## src/rtl/core/gpd_pkg.sv

```systemverilog
// gpd_pkg: shared types, constants and the per-channel predictor function
// for the gradient predict pixel decoder; depends on nothing
package gpd_pkg;

	// channel and pixel geometry
	localparam int CH_W   = 8;
	localparam int PIX_W  = 24;
	localparam int CFG_W  = 12;
	localparam int ROW_W  = 11;
	localparam int RED_LSB   = 16;
	localparam int GREEN_LSB = 8;
	localparam int BLUE_LSB  = 0;

	// channel clamp ceiling and height limit
	localparam logic [CH_W-1:0]  CH_MAX       = 8'd255;
	localparam logic [CFG_W-1:0] HEIGHT_LIMIT = 12'd2048;

	// configuration register indexes
	typedef enum logic [0:0] {
		CFG_RECT_WIDTH  = 1'b0,
		CFG_RECT_HEIGHT = 1'b1
	} cfg_idx_t;

	// input word: one residual pixel
	typedef struct packed {
		logic [CH_W-1:0] res_red;
		logic [CH_W-1:0] res_green;
		logic [CH_W-1:0] res_blue;
	} gpd_in_t;

	// output word: one reconstructed pixel with marks
	typedef struct packed {
		logic [PIX_W-1:0] pixel_rgb;
		logic             row_end;
		logic             rect_end;
	} gpd_out_t;

	// residual + left + above - above_left, clamped to 0..255
	function automatic logic [CH_W-1:0] predict_chan(
		input logic [CH_W-1:0] res,
		input logic [CH_W-1:0] l,
		input logic [CH_W-1:0] a,
		input logic [CH_W-1:0] al
	);
		logic signed [CH_W+2:0] sum;
		logic [CH_W-1:0]        val;
		sum = $signed({3'b000, res}) + $signed({3'b000, l})
			+ $signed({3'b000, a}) - $signed({3'b000, al});
		if (sum[CH_W+2]) begin
			val = '0;
		end else if (sum > $signed({3'b000, CH_MAX})) begin
			val = CH_MAX;
		end else begin
			val = sum[CH_W-1:0];
		end
		return val;
	endfunction

endpackage

```

## src/rtl/core/gpd_predict.sv

```systemverilog
// gpd_predict: gradient prediction and clamp for all three channels
// depends on gpd_pkg for the word types and the channel function
module gpd_predict import gpd_pkg::*; (
	input  gpd_in_t          res,
	input  logic [PIX_W-1:0] left,
	input  logic [PIX_W-1:0] above,
	input  logic [PIX_W-1:0] above_left,
	output logic [PIX_W-1:0] pix
);

	// one predictor per channel
	assign pix[RED_LSB+:CH_W] = predict_chan(res.res_red, left[RED_LSB+:CH_W],
		above[RED_LSB+:CH_W], above_left[RED_LSB+:CH_W]);
	assign pix[GREEN_LSB+:CH_W] = predict_chan(res.res_green, left[GREEN_LSB+:CH_W],
		above[GREEN_LSB+:CH_W], above_left[GREEN_LSB+:CH_W]);
	assign pix[BLUE_LSB+:CH_W] = predict_chan(res.res_blue, left[BLUE_LSB+:CH_W],
		above[BLUE_LSB+:CH_W], above_left[BLUE_LSB+:CH_W]);

endmodule

```

## config.mk

```make
export PLATFORM = sky130hd
export DESIGN_NAME = gpd_predict
export DESIGN_NICKNAME = d
export VERILOG_FILES = /design/src/rtl/core/gpd_pkg.sv /design/src/rtl/core/gpd_predict.sv
export SDC_FILE = /design/constraint.sdc
export NUM_CORES = 1
export LEC_CHECK = 0
export BUFFER_PORTS_ARGS = -buffer_cell sky130_fd_sc_hd__buf_2
export CORE_AREA = 2 2 79 81
export DETAILED_ROUTE_END_ITERATION = 10
export DIE_AREA = 0 0 81 83
export PLACE_DENSITY_LB_ADDON = 0.12
export SLEW_MARGIN = 25
export SYNTH_ARGS = -nofsm -noshare
export SYNTH_HDL_FRONTEND = slang
export SYNTH_SLANG_ARGS = --single-unit
```

## constraint.sdc

```tcl
create_clock -name vclk -period 10.8
set_clock_uncertainty 0.2 [all_clocks]
set_input_delay 3.24 -clock vclk [all_inputs]
set_output_delay 3.24 -clock vclk [all_outputs]
set_load 0.03 [all_outputs]
```

==> summary.md, run 1 <==
| Metric | Value |
|---|---|
| Sequential Area | 0 µm² |
| Die area | about 0.0067 mm² |
| FP Rows | 28 |
| Post-Synthesis Mean Instance Area | 8.49 µm² |
| Slowest Stage Delay on Critical Path | about 550 ps |
| I/O Pins | 120 |
| Final period utilization | about nine tenths |
| Num sequential | 0 |
| Finished Layout Cells | ~500 |
| Status | complete, no violations |
| Buf+Inv Stages, Crit Path | 2 |
| Required time of the critical path | between 7000 and 8000 ps |
| Post-synthesis instance total | just over 300 |
| Worst-Margin Slew | 510 ps |
| GR Overflow Total | 0 |
| Vias in the first global route | between 2000 and 2500 |
| Critical Setup Path Class | in2out |
| Crit path cell chain | buf_2, fa_1, fa_1, ha_1, fa_1, a21o_1, o21ai_0, a31oi_1, a32o_2, o21a_1, buf_2 |
| Placed insts | about 500 |
| Worst Setup End Kind | output port |
| Yosys warning total | 0 |
| Sw Ratio | between 60% and 70% |
| Top cell family by delay on the critical path | adder cells |
| Mapped Area | roughly 0.0026 mm² |
| Pin count of the biggest net entering global routing | 9 |
| CP max-delay cell | fa_1 |
| Clock Power Share | 0% |
| DR DRC count | 0 |
| Crit path time final | 9770 ps |
| Clkbuf count | 0 |
| Routed WL | around 5300 µm |
| Final Max Tran Viols | 0 |
| CP dominant cell by count | fa_1 |
| DP HPWL | between 4000 and 5000 µm |
| Total global routing track utilization | between 10% and 20% |
| Die width | just over 80 µm |
| Post-synthesis sequential area ratio | 0% |
| MaxCap Viol Count | 0 |
| Initial antenna violation count | 0 |
| Fraction of layout cells with a size suffix above 1 | 30.7% |
| Worst path arrival time | roughly 6300 ps |
| Final hold slack | between 6000 and 7000 ps |
| Leakage | around 1.8 nW |
| Syn_nets | between 400 and 500 |
| Synth top area share | roughly 37% |
| Hold buffer count at CTS | 0 |
| Int Power | about 0.00021 W |
| IO Port Bufs | 120 |
| Routed len/inst | 10.7 µm |
| Die Y | a little over 80 µm |
| Initial core utilization | 44.3% |
| Placer Congestion | around 0.81 |
| Antenna diodes | 0 |
| Sw Pwr | approximately 0.00032 W |
| Reg power frac | 0% |
| Worst vdd ir | about 0.00012 V |
| Iteration count of the initial detailed-routing pass | 4 |
| Setup TNS Final | 0 ps |
| Pwr Total | roughly 0.00053 W |
| Final core occ | 56.2% |
| Hold Vio Cnt, Final | 0 |
| RSZ-0062 raised after global routing | false |
| Power per standard cell area | about 160 mW/mm² |
| CP startpoint kind | primary input |
| 1st-iter DRT viols | 39 |
| DR vias | between 2000 and 2500 |
| Comb power frac | 100.0% |
| Min-Delay Path Class | in2out |
| Leading area contributor after synthesis | fa_1 |
| Rel. slew slack | between 60 and 70% |
| Post-synth cell types | 30 |
| # setup viols final | 0 |
| Post-CTS sizing | 0 |
| Crit Path Max Fanout | 8 |
| Setup bufs post-CTS | 0 |
| F_max | around 0.10 GHz |
| Routed Antenna Nets | 0 |
| Synth-to-layout area growth | 27.0% |
| Global-route wire length before repair | roughly 9400 µm |
| Final #Nets | around 600 |
| Vias per cell | roughly 4.8 |
| Core Region | about 0.0058 mm² |
| Filler Cells Inserted | 594 |
| Area contributors post-synth | fa_1 37%, ha_1 15%, inv_1 14% |
==> kinds of logic (layout without fill, tap and decap cells) <==
logic type	after synthesis	count (layout)	synth area share (%)
buf+inv	93	213	13.6
compound gates	88	88	24.5
fa+ha+maj	78	78	51.9
simple gates	31	31	5.64
xor+xnor	13	13	4.42
==> placed cells by master, fill, tap and decap left out, drive strengths merged, types with 3 or more instances in the layout <==
cell and n:
a211oi 8, a21o 6, a21oi 14, buf 120, fa 48, ha 30
inv 93, nand2 8, nand3 3, nor2 10, nor3 6, o211ai 4
o21a 24, o21ai 15, xnor2 7, xor2 6
==> final timing paths <==
path | start | endpoint | slack, ps | cells past startpoint
min | above[16] | pix[16] | 6960 | 6
max | res[9] | pix[12] | 1030 | 11
==> Yosys cell counts <==
library cell,instances
inv_1,93
and2_1,1
nor2b_1,1
a211oi_1,6
o2111ai_1,2
o211ai_1,4
o21a_1,24
a21oi_1,14
a21o_1,5
a31o_2,2
o31a_1,2
o21ai_0,14
o221ai_2,1
nand3_1,3
o21ba_2,2
o211a_1,2
or4b_1,2
xnor2_1,7
nor2_1,10
o21ai_1,1
ha_1,30
a31oi_1,2
o21bai_1,2
fa_1,48
a21o_2,1
a32o_2,2
nand2_1,8
xor2_1,6
nor3_1,6
a211oi_2,2
==> per-layer routing <==
metal | vias up | wire [µm] | global-route usage, %
met5 | - | 0 | 0
met2 | 73 | 2720 | 30.7
met3 | 0 | 371 | 0.870
met1 | 1116 | 2220 | 21.4
met4 | 0 | 0 | 0.308
li1 | 1225 | - | -
==> power by group through the flow <==
stage	combinational, W	clock (W)	sequential (W)
floorplan	0.000409	0	0
global placement	0.000529	0	0
detailed placement	0.000531	0	0
CTS	0.000535	0	0
global route	0.000592	0	0
finish	0.000530	0	0
==> metrics by stage <==
| stage | setup WS (ps) | area [µm²] |
|---|---|---|
| 6_report | 1030 | 3270 |
| 5_1_grt | 828 | 3270 |
| 4_1_cts | 1020 | 3270 |
| 3_5_place_dp | 1020 | 3270 |
| 3_3_place_gp | 1030 | 3270 |
| 2_1_floorplan | 1350 | 2570 |
==> tightest hold or removal path: stages <==
cell,delay [ps]
buf_2,90
inv_1,60
fa_1,160
inv_1,40
o21a_1,170
buf_2,170
==> cell type report <==
cell class                      instances  area (µm²)  share of cell area [%]
Multi-Input combinational cell        210        2220                    68.1
Timing Repair Buffer                  120         601                    18.4
Inverter                               93         349                    10.7
Tap cell                               75        93.8                    2.87
Note: power is estimated with default switching activity, not from simulation.
==> run 2: changes to the inputs <==
--- a/config.mk
+++ b/config.mk
@@ -9,7 +9,7 @@
 export CORE_AREA = 2 2 79 81
 export DETAILED_ROUTE_END_ITERATION = 10
 export DIE_AREA = 0 0 81 83
-export PLACE_DENSITY_LB_ADDON = 0.12
+export PLACE_DENSITY = 0.82
 export SLEW_MARGIN = 25
 export SYNTH_ARGS = -nofsm -noshare
 export SYNTH_HDL_FRONTEND = slang
==> run 2 against run 1 <==
- die area stayed put
- sequential share of layout area stayed put
- fmax is 0.81% lower
- via count is 1.7% higher
- global-route usage is 1.7 points higher
- core utilization stayed put
- power is 2.7% higher
- worst setup slack worse by 79 ps
- wire length is 14% higher
==> summary.md, run 2 (synthesized netlist as in run 1, its figures left out) <==
| Metric | Value |
|---|---|
| Crit path cell chain | buf_2, fa_1, inv_1, fa_1, inv_1, ha_1, o21ai_0, nor2_1, or4b_1, a32o_2, o21a_1, buf_2 |
| Setup bufs post-CTS | 0 |
| Most frequent cells in the layout | 120 x buf_2, 93 x inv_1, 48 x fa_1, 30 x ha_1, 24 x o21a_1 |
| CP max-delay cell | fa_1 |
| Sequential Area | 0 µm² |
| Worst path arrival time | roughly 6400 ps |
| Synth-to-layout area growth | 27.0% |
| Core Region | approximately 0.0058 mm² |
| F_max | between 0.1 and 0.15 GHz |
| Pwr Total | 0.000544 W |
| GR Overflow Total | 0 |
| Vias in the first global route | roughly 2500 |
| Total global routing track utilization | a little under a fifth |
| Worst slack at placement | ~1000 ps |
| Global-route wire length before repair | 10200 µm |
| Final period utilization | between 90 and 100% |
| I/O Pins | 120 |
| 1st-iter DRT viols | 52 |
| Initial antenna violation count | 0 |
| Routed len/inst | ~12 µm |
| Placer Congestion | approximately 0.94 |
| DR vias | approximately 2500 |
| Initial core utilization | 44.3% |
| Routed WL | slightly above 6000 µm |
| Hold buffer count at CTS | 0 |
| Commonest non-fill, non-tap cell in the layout | buf_2 |
| Required time of the critical path | 7360 ps |
| Die Y | ~83 µm |
| Min-Delay Path Class | in2out |
| MaxCap Viol Count | 0 |
| Met2 usage | about a third |
| Worst vdd ir | 0.000155 V |
| Critical path launch point | res[3] |
| Slowest Stage Delay on Critical Path | between 500 and 600 ps |
| Clkbuf count | 0 |
| Final Max Tran Viols | 0 |
| DP HPWL | ~5600 µm |
| Most used routing layer | met2 |
| Crit path time final | 9840 ps |
| Worst Setup End Kind | output port |
| Pin count of the biggest net entering global routing | 9 |
| Iteration count of the initial detailed-routing pass | 4 |
| RSZ-0062 raised after global routing | false |
| DR DRC count | 0 |
| FP Rows | 28 |
| Vias per cell | about 4.9 |
| Die width | between 80 and 90 µm |
| Final #Nets | ~600 |
| Antenna diodes | 0 |
| # setup viols final | 0 |
| Worst-Margin Slew | 554 ps |
| Setup TNS Final | 0 ps |
| CP endpoint | pix[6] |
| Critical Setup Path Class | in2out |
| Fraction of layout cells with a size suffix above 1 | 30.7% |
| Status | complete, no violations |
| Power per standard cell area | 167 mW/mm² |
| GR met1 Demand/Resource | between 20 and 25% |
| IO Port Bufs | 120 |
| Die area | ~0.0067 mm² |
| Filler Cells Inserted | ~550 |
| Post-route setup slack | 955 ps |
| Final core occ | ~56% |
| Num sequential | 0 |
| Multi-input logic area | ~0.0022 mm² |
| Hold Vio Cnt, Final | 0 |
| Post-CTS sizing | 0 |
| Grt met3 use | ~1.3% |
| Layout Cell Area excl Fill | roughly 0.0033 mm² |
| Crit Path Max Fanout | 8 |
| Post-Place Cell Area | 0.00327 mm² |
| Rel. slew slack | 62.8% |
| Routed Antenna Nets | 0 |
| Leakage | 1.83 nW |
| CP startpoint kind | primary input |
-- run 2: cell counts in the layout (fill, tap and decap cells not counted) --
No cell type changed its count.
-- run 2: how the worst min path moves through the flow --
stage / from / endpoint / slack, ps / cells after the start
2_1_floorplan: above[0] / pix[0] / 6790 / 4
3_3_place_gp: above[0] / pix[0] / 6960 / 6
3_5_place_dp: above[1] / pix[1] / 6970 / 5
4_1_cts: above[9] / pix[9] / 6970 / 5
5_1_grt: above[9] / pix[9] / 7010 / 5
6_report: above[9] / pix[9] / 6960 / 5
-- run 2: layout make-up --
type / instances / share of cell area (%)
timing repair buffer: 120 / 18.4
inverter: 93 / 10.7
tap: 75 / 2.87
multi-input combinational: 210 / 68.1
-- run 2: critical path, delay by kind of cell --
family | cells | cell delay [ps]
adders and majority gates | 3 | 1390
AOI/OAI and AO/OA | 3 | 780
and+or+nand+nor | 2 | 610
buffers and inverters | 4 | 380
-- run 2: per-layer routing --
layer | share of wire [%] | routed length (µm)
met1 | 41 | 2490
met2 | 50 | 3050
met3 | 6.8 | 413
met4 | 2.0 | 119
met5 | 0 | 0
-- run 2: stage by stage --
| stage | hold WS [ps] | cells |
|---|---|---|
| finish | 6960 | 498 |
| global route | 7010 | 498 |
| CTS | 6970 | 498 |
| detailed placement | 6970 | 498 |
| global placement | 6960 | 498 |
| floorplan | 6790 | 303 |
-- run 2: report_power, final --
part	switching, W	internal [W]
clock	0	0
sequential	0	0
combinational	0.000331	0.000213
==> run 3: changes to the inputs <==
--- a/config.mk
+++ b/config.mk
@@ -10,6 +10,7 @@
 export DETAILED_ROUTE_END_ITERATION = 10
 export DIE_AREA = 0 0 81 83
 export PLACE_DENSITY = 0.82
+export RECOVER_POWER = 25
 export SLEW_MARGIN = 25
 export SYNTH_ARGS = -nofsm -noshare
 export SYNTH_HDL_FRONTEND = slang
==> run 3 against run 2 <==
- fmax down 1.6%
- largest cell class unchanged
- worst setup slack got worse by 160 ps
- sequential cell count did not move
- highest routed layer unchanged
- sequential share of layout area stayed put
- core utilization decreased by 0.13 points
- wire length grew 0.46%
==> summary.md, run 3 (synthesized netlist as in run 1, its figures left out) <==
| Metric | Value |
|---|---|
| Pin count of the biggest net entering global routing | 9 |
| Placed insts | ~500 |
| Post-CTS sizing | 0 |
| Num sequential | 0 |
| Sw Pwr | 0.000333 W |
| RSZ-0062 raised after global routing | false |
| Critical Setup Path Class | in2out |
| Final period utilization | ~93% |
| Finished Layout Cells | between 400 and 500 |
| Routed len/inst | around 12 µm |
| Routed Antenna Nets | 0 |
| Die width | about 80 µm |
| Hold Vio Cnt, Final | 0 |
| Commonest non-fill, non-tap cell in the layout | buf_2 |
| FP Rows | 28 |
| Iteration count of the initial detailed-routing pass | 5 |
| 1st-iter DRT viols | between 50 and 60 |
| Vias per cell | around 5.0 |
| Setup TNS Final | 0 ps |
| Power per standard cell area | 166 mW/mm² |
| I/O Pins | 120 |
| Setup bufs post-CTS | 0 |
| Multi-input logic area | 0.00222 mm² |
| Sequential Area | 0 µm² |
| Status | complete, no violations |
| MaxCap Viol Count | 0 |
| Rel. slew slack | a little over three fifths |
| Comb power frac | 100.0% |
| Antenna diodes | 0 |
| Top cell family by delay on the critical path | adder cells |
| Sw Ratio | a little over 60% |
| Leakage | approximately 1.8 nW |
| Required time of the critical path | 7360 ps |
| Routed WL | about 6100 µm |
| Most used routing layer | met2 |
| Worst vdd ir | around 0.00015 V |
| F_max | ~0.10 GHz |
| Worst slack at placement | 983 ps |
| Most frequent cells in the layout | 115 x buf_2, 93 x inv_1, 48 x fa_1, 30 x ha_1, 24 x o21a_1 |
| Placer Congestion | 0.938 |
| DP HPWL | approximately 5600 µm |
| Total global routing track utilization | between 10% and 20% |
| Min-Delay Path Class | in2out |
| Vias in the first global route | ~2500 |
| # setup viols final | 0 |
| Slowest Stage Delay on Critical Path | roughly 570 ps |
| Fraction of layout cells with a size suffix above 1 | about 30% |
| GR met1 Demand/Resource | 22.8% |
| Crit path cell chain | buf_2, fa_1, fa_1, ha_1, fa_1, a21o_1, o21ai_0, a31o_2, a32o_1, o21a_1, clkbuf_1 |
| Global-route wire length before repair | just over 10000 µm |
| CP dominant cell by count | fa_1 |
| Hold buffer count at CTS | 0 |
| Post-route setup slack | between 700 and 800 ps |
| Filler Cells Inserted | 552 |
| Crit path time final | approximately 10000 ps |
| IO Port Bufs | 120 |
| Hold_sp | above[0] |
| Hold EP | pix[0] |
| DR DRC count | 0 |
| Core Region | 0.00582 mm² |
| Die area | about 0.0067 mm² |
| Cells on Worst Hold Path | 6 |
| Worst path arrival time | around 6600 ps |
| Met2 usage | 33.6% |
| DR vias | 2472 |
| Grt met3 use | about 1.3% |
| Initial antenna violation count | 0 |
| Initial core utilization | roughly 44% |
| Clkbuf count | 0 |
| Buf+Inv Stages, Crit Path | 2 |
| Die Y | between 80 and 90 µm |
| Final Max Tran Viols | 0 |
| GR Overflow Total | 0 |
| Reg power frac | 0% |
| Final #Nets | 599 |
| Worst Setup End Kind | output port |
| Int Power | approximately 0.00021 W |
| Crit Path Max Fanout | 8 |
| Final hold slack | ~7000 ps |
| CP max-delay cell | fa_1 |
| CP startpoint kind | primary input |
| Clock Power Share | 0% |
| Worst-Margin Slew | between 500 and 600 ps |
| Synth-to-layout area growth | 26.7% |
run 3: cell type report:
| type | instances | area share [%] |
|---|---|---|
| inverters | 93 | 10.7 |
| multi-input cells | 210 | 68.2 |
| well taps | 75 | 2.88 |
| repair buffers | 120 | 18.2 |
run 3: layer usage:
layer	wire length, µm	part of all wire (%)
met1	2500	41
met2	3060	50
met3	428	7.0
met4	119	2.0
met5	0	0
run 3: worst max path at each step:
| stage | startpoint | end | slack [ps] | cells past startpoint |
|---|---|---|---|---|
| after detailed placement | res[3] | pix[6] | 980 | 12 |
| after floorplan | res[11] | pix[11] | 1350 | 10 |
| after CTS | res[3] | pix[6] | 970 | 12 |
| after global routing | res[9] | pix[14] | 630 | 11 |
| final | res[9] | pix[14] | 800 | 11 |
| after global placement | res[3] | pix[7] | 1030 | 12 |
run 3: worst min-delay path, cell delays in order:
cell and delay, ps:
buf_2 100, inv_1 70, fa_1 160, inv_1 40
o21a_1 170, buf_2 170
run 3: power by group through the flow:
stage / Sequential, W / Clock, W / Combinational, W
final: 0 / 0 / 0.000542
after global routing: 0 / 0 / 0.000598
after CTS: 0 / 0 / 0.000544
after detailed placement: 0 / 0 / 0.000540
after global placement: 0 / 0 / 0.000527
after floorplan: 0 / 0 / 0.000409
run 3: per-stage QoR:
stage          cell area [µm²]  total power, W  util [%]
2_1_floorplan             2570        0.000409         -
3_3_place_gp              3270        0.000527      56.2
3_5_place_dp              3270        0.000540      56.2
4_1_cts                   3270        0.000544      56.2
5_1_grt                   3260        0.000598      56.1
6_report                  3260        0.000542      56.1
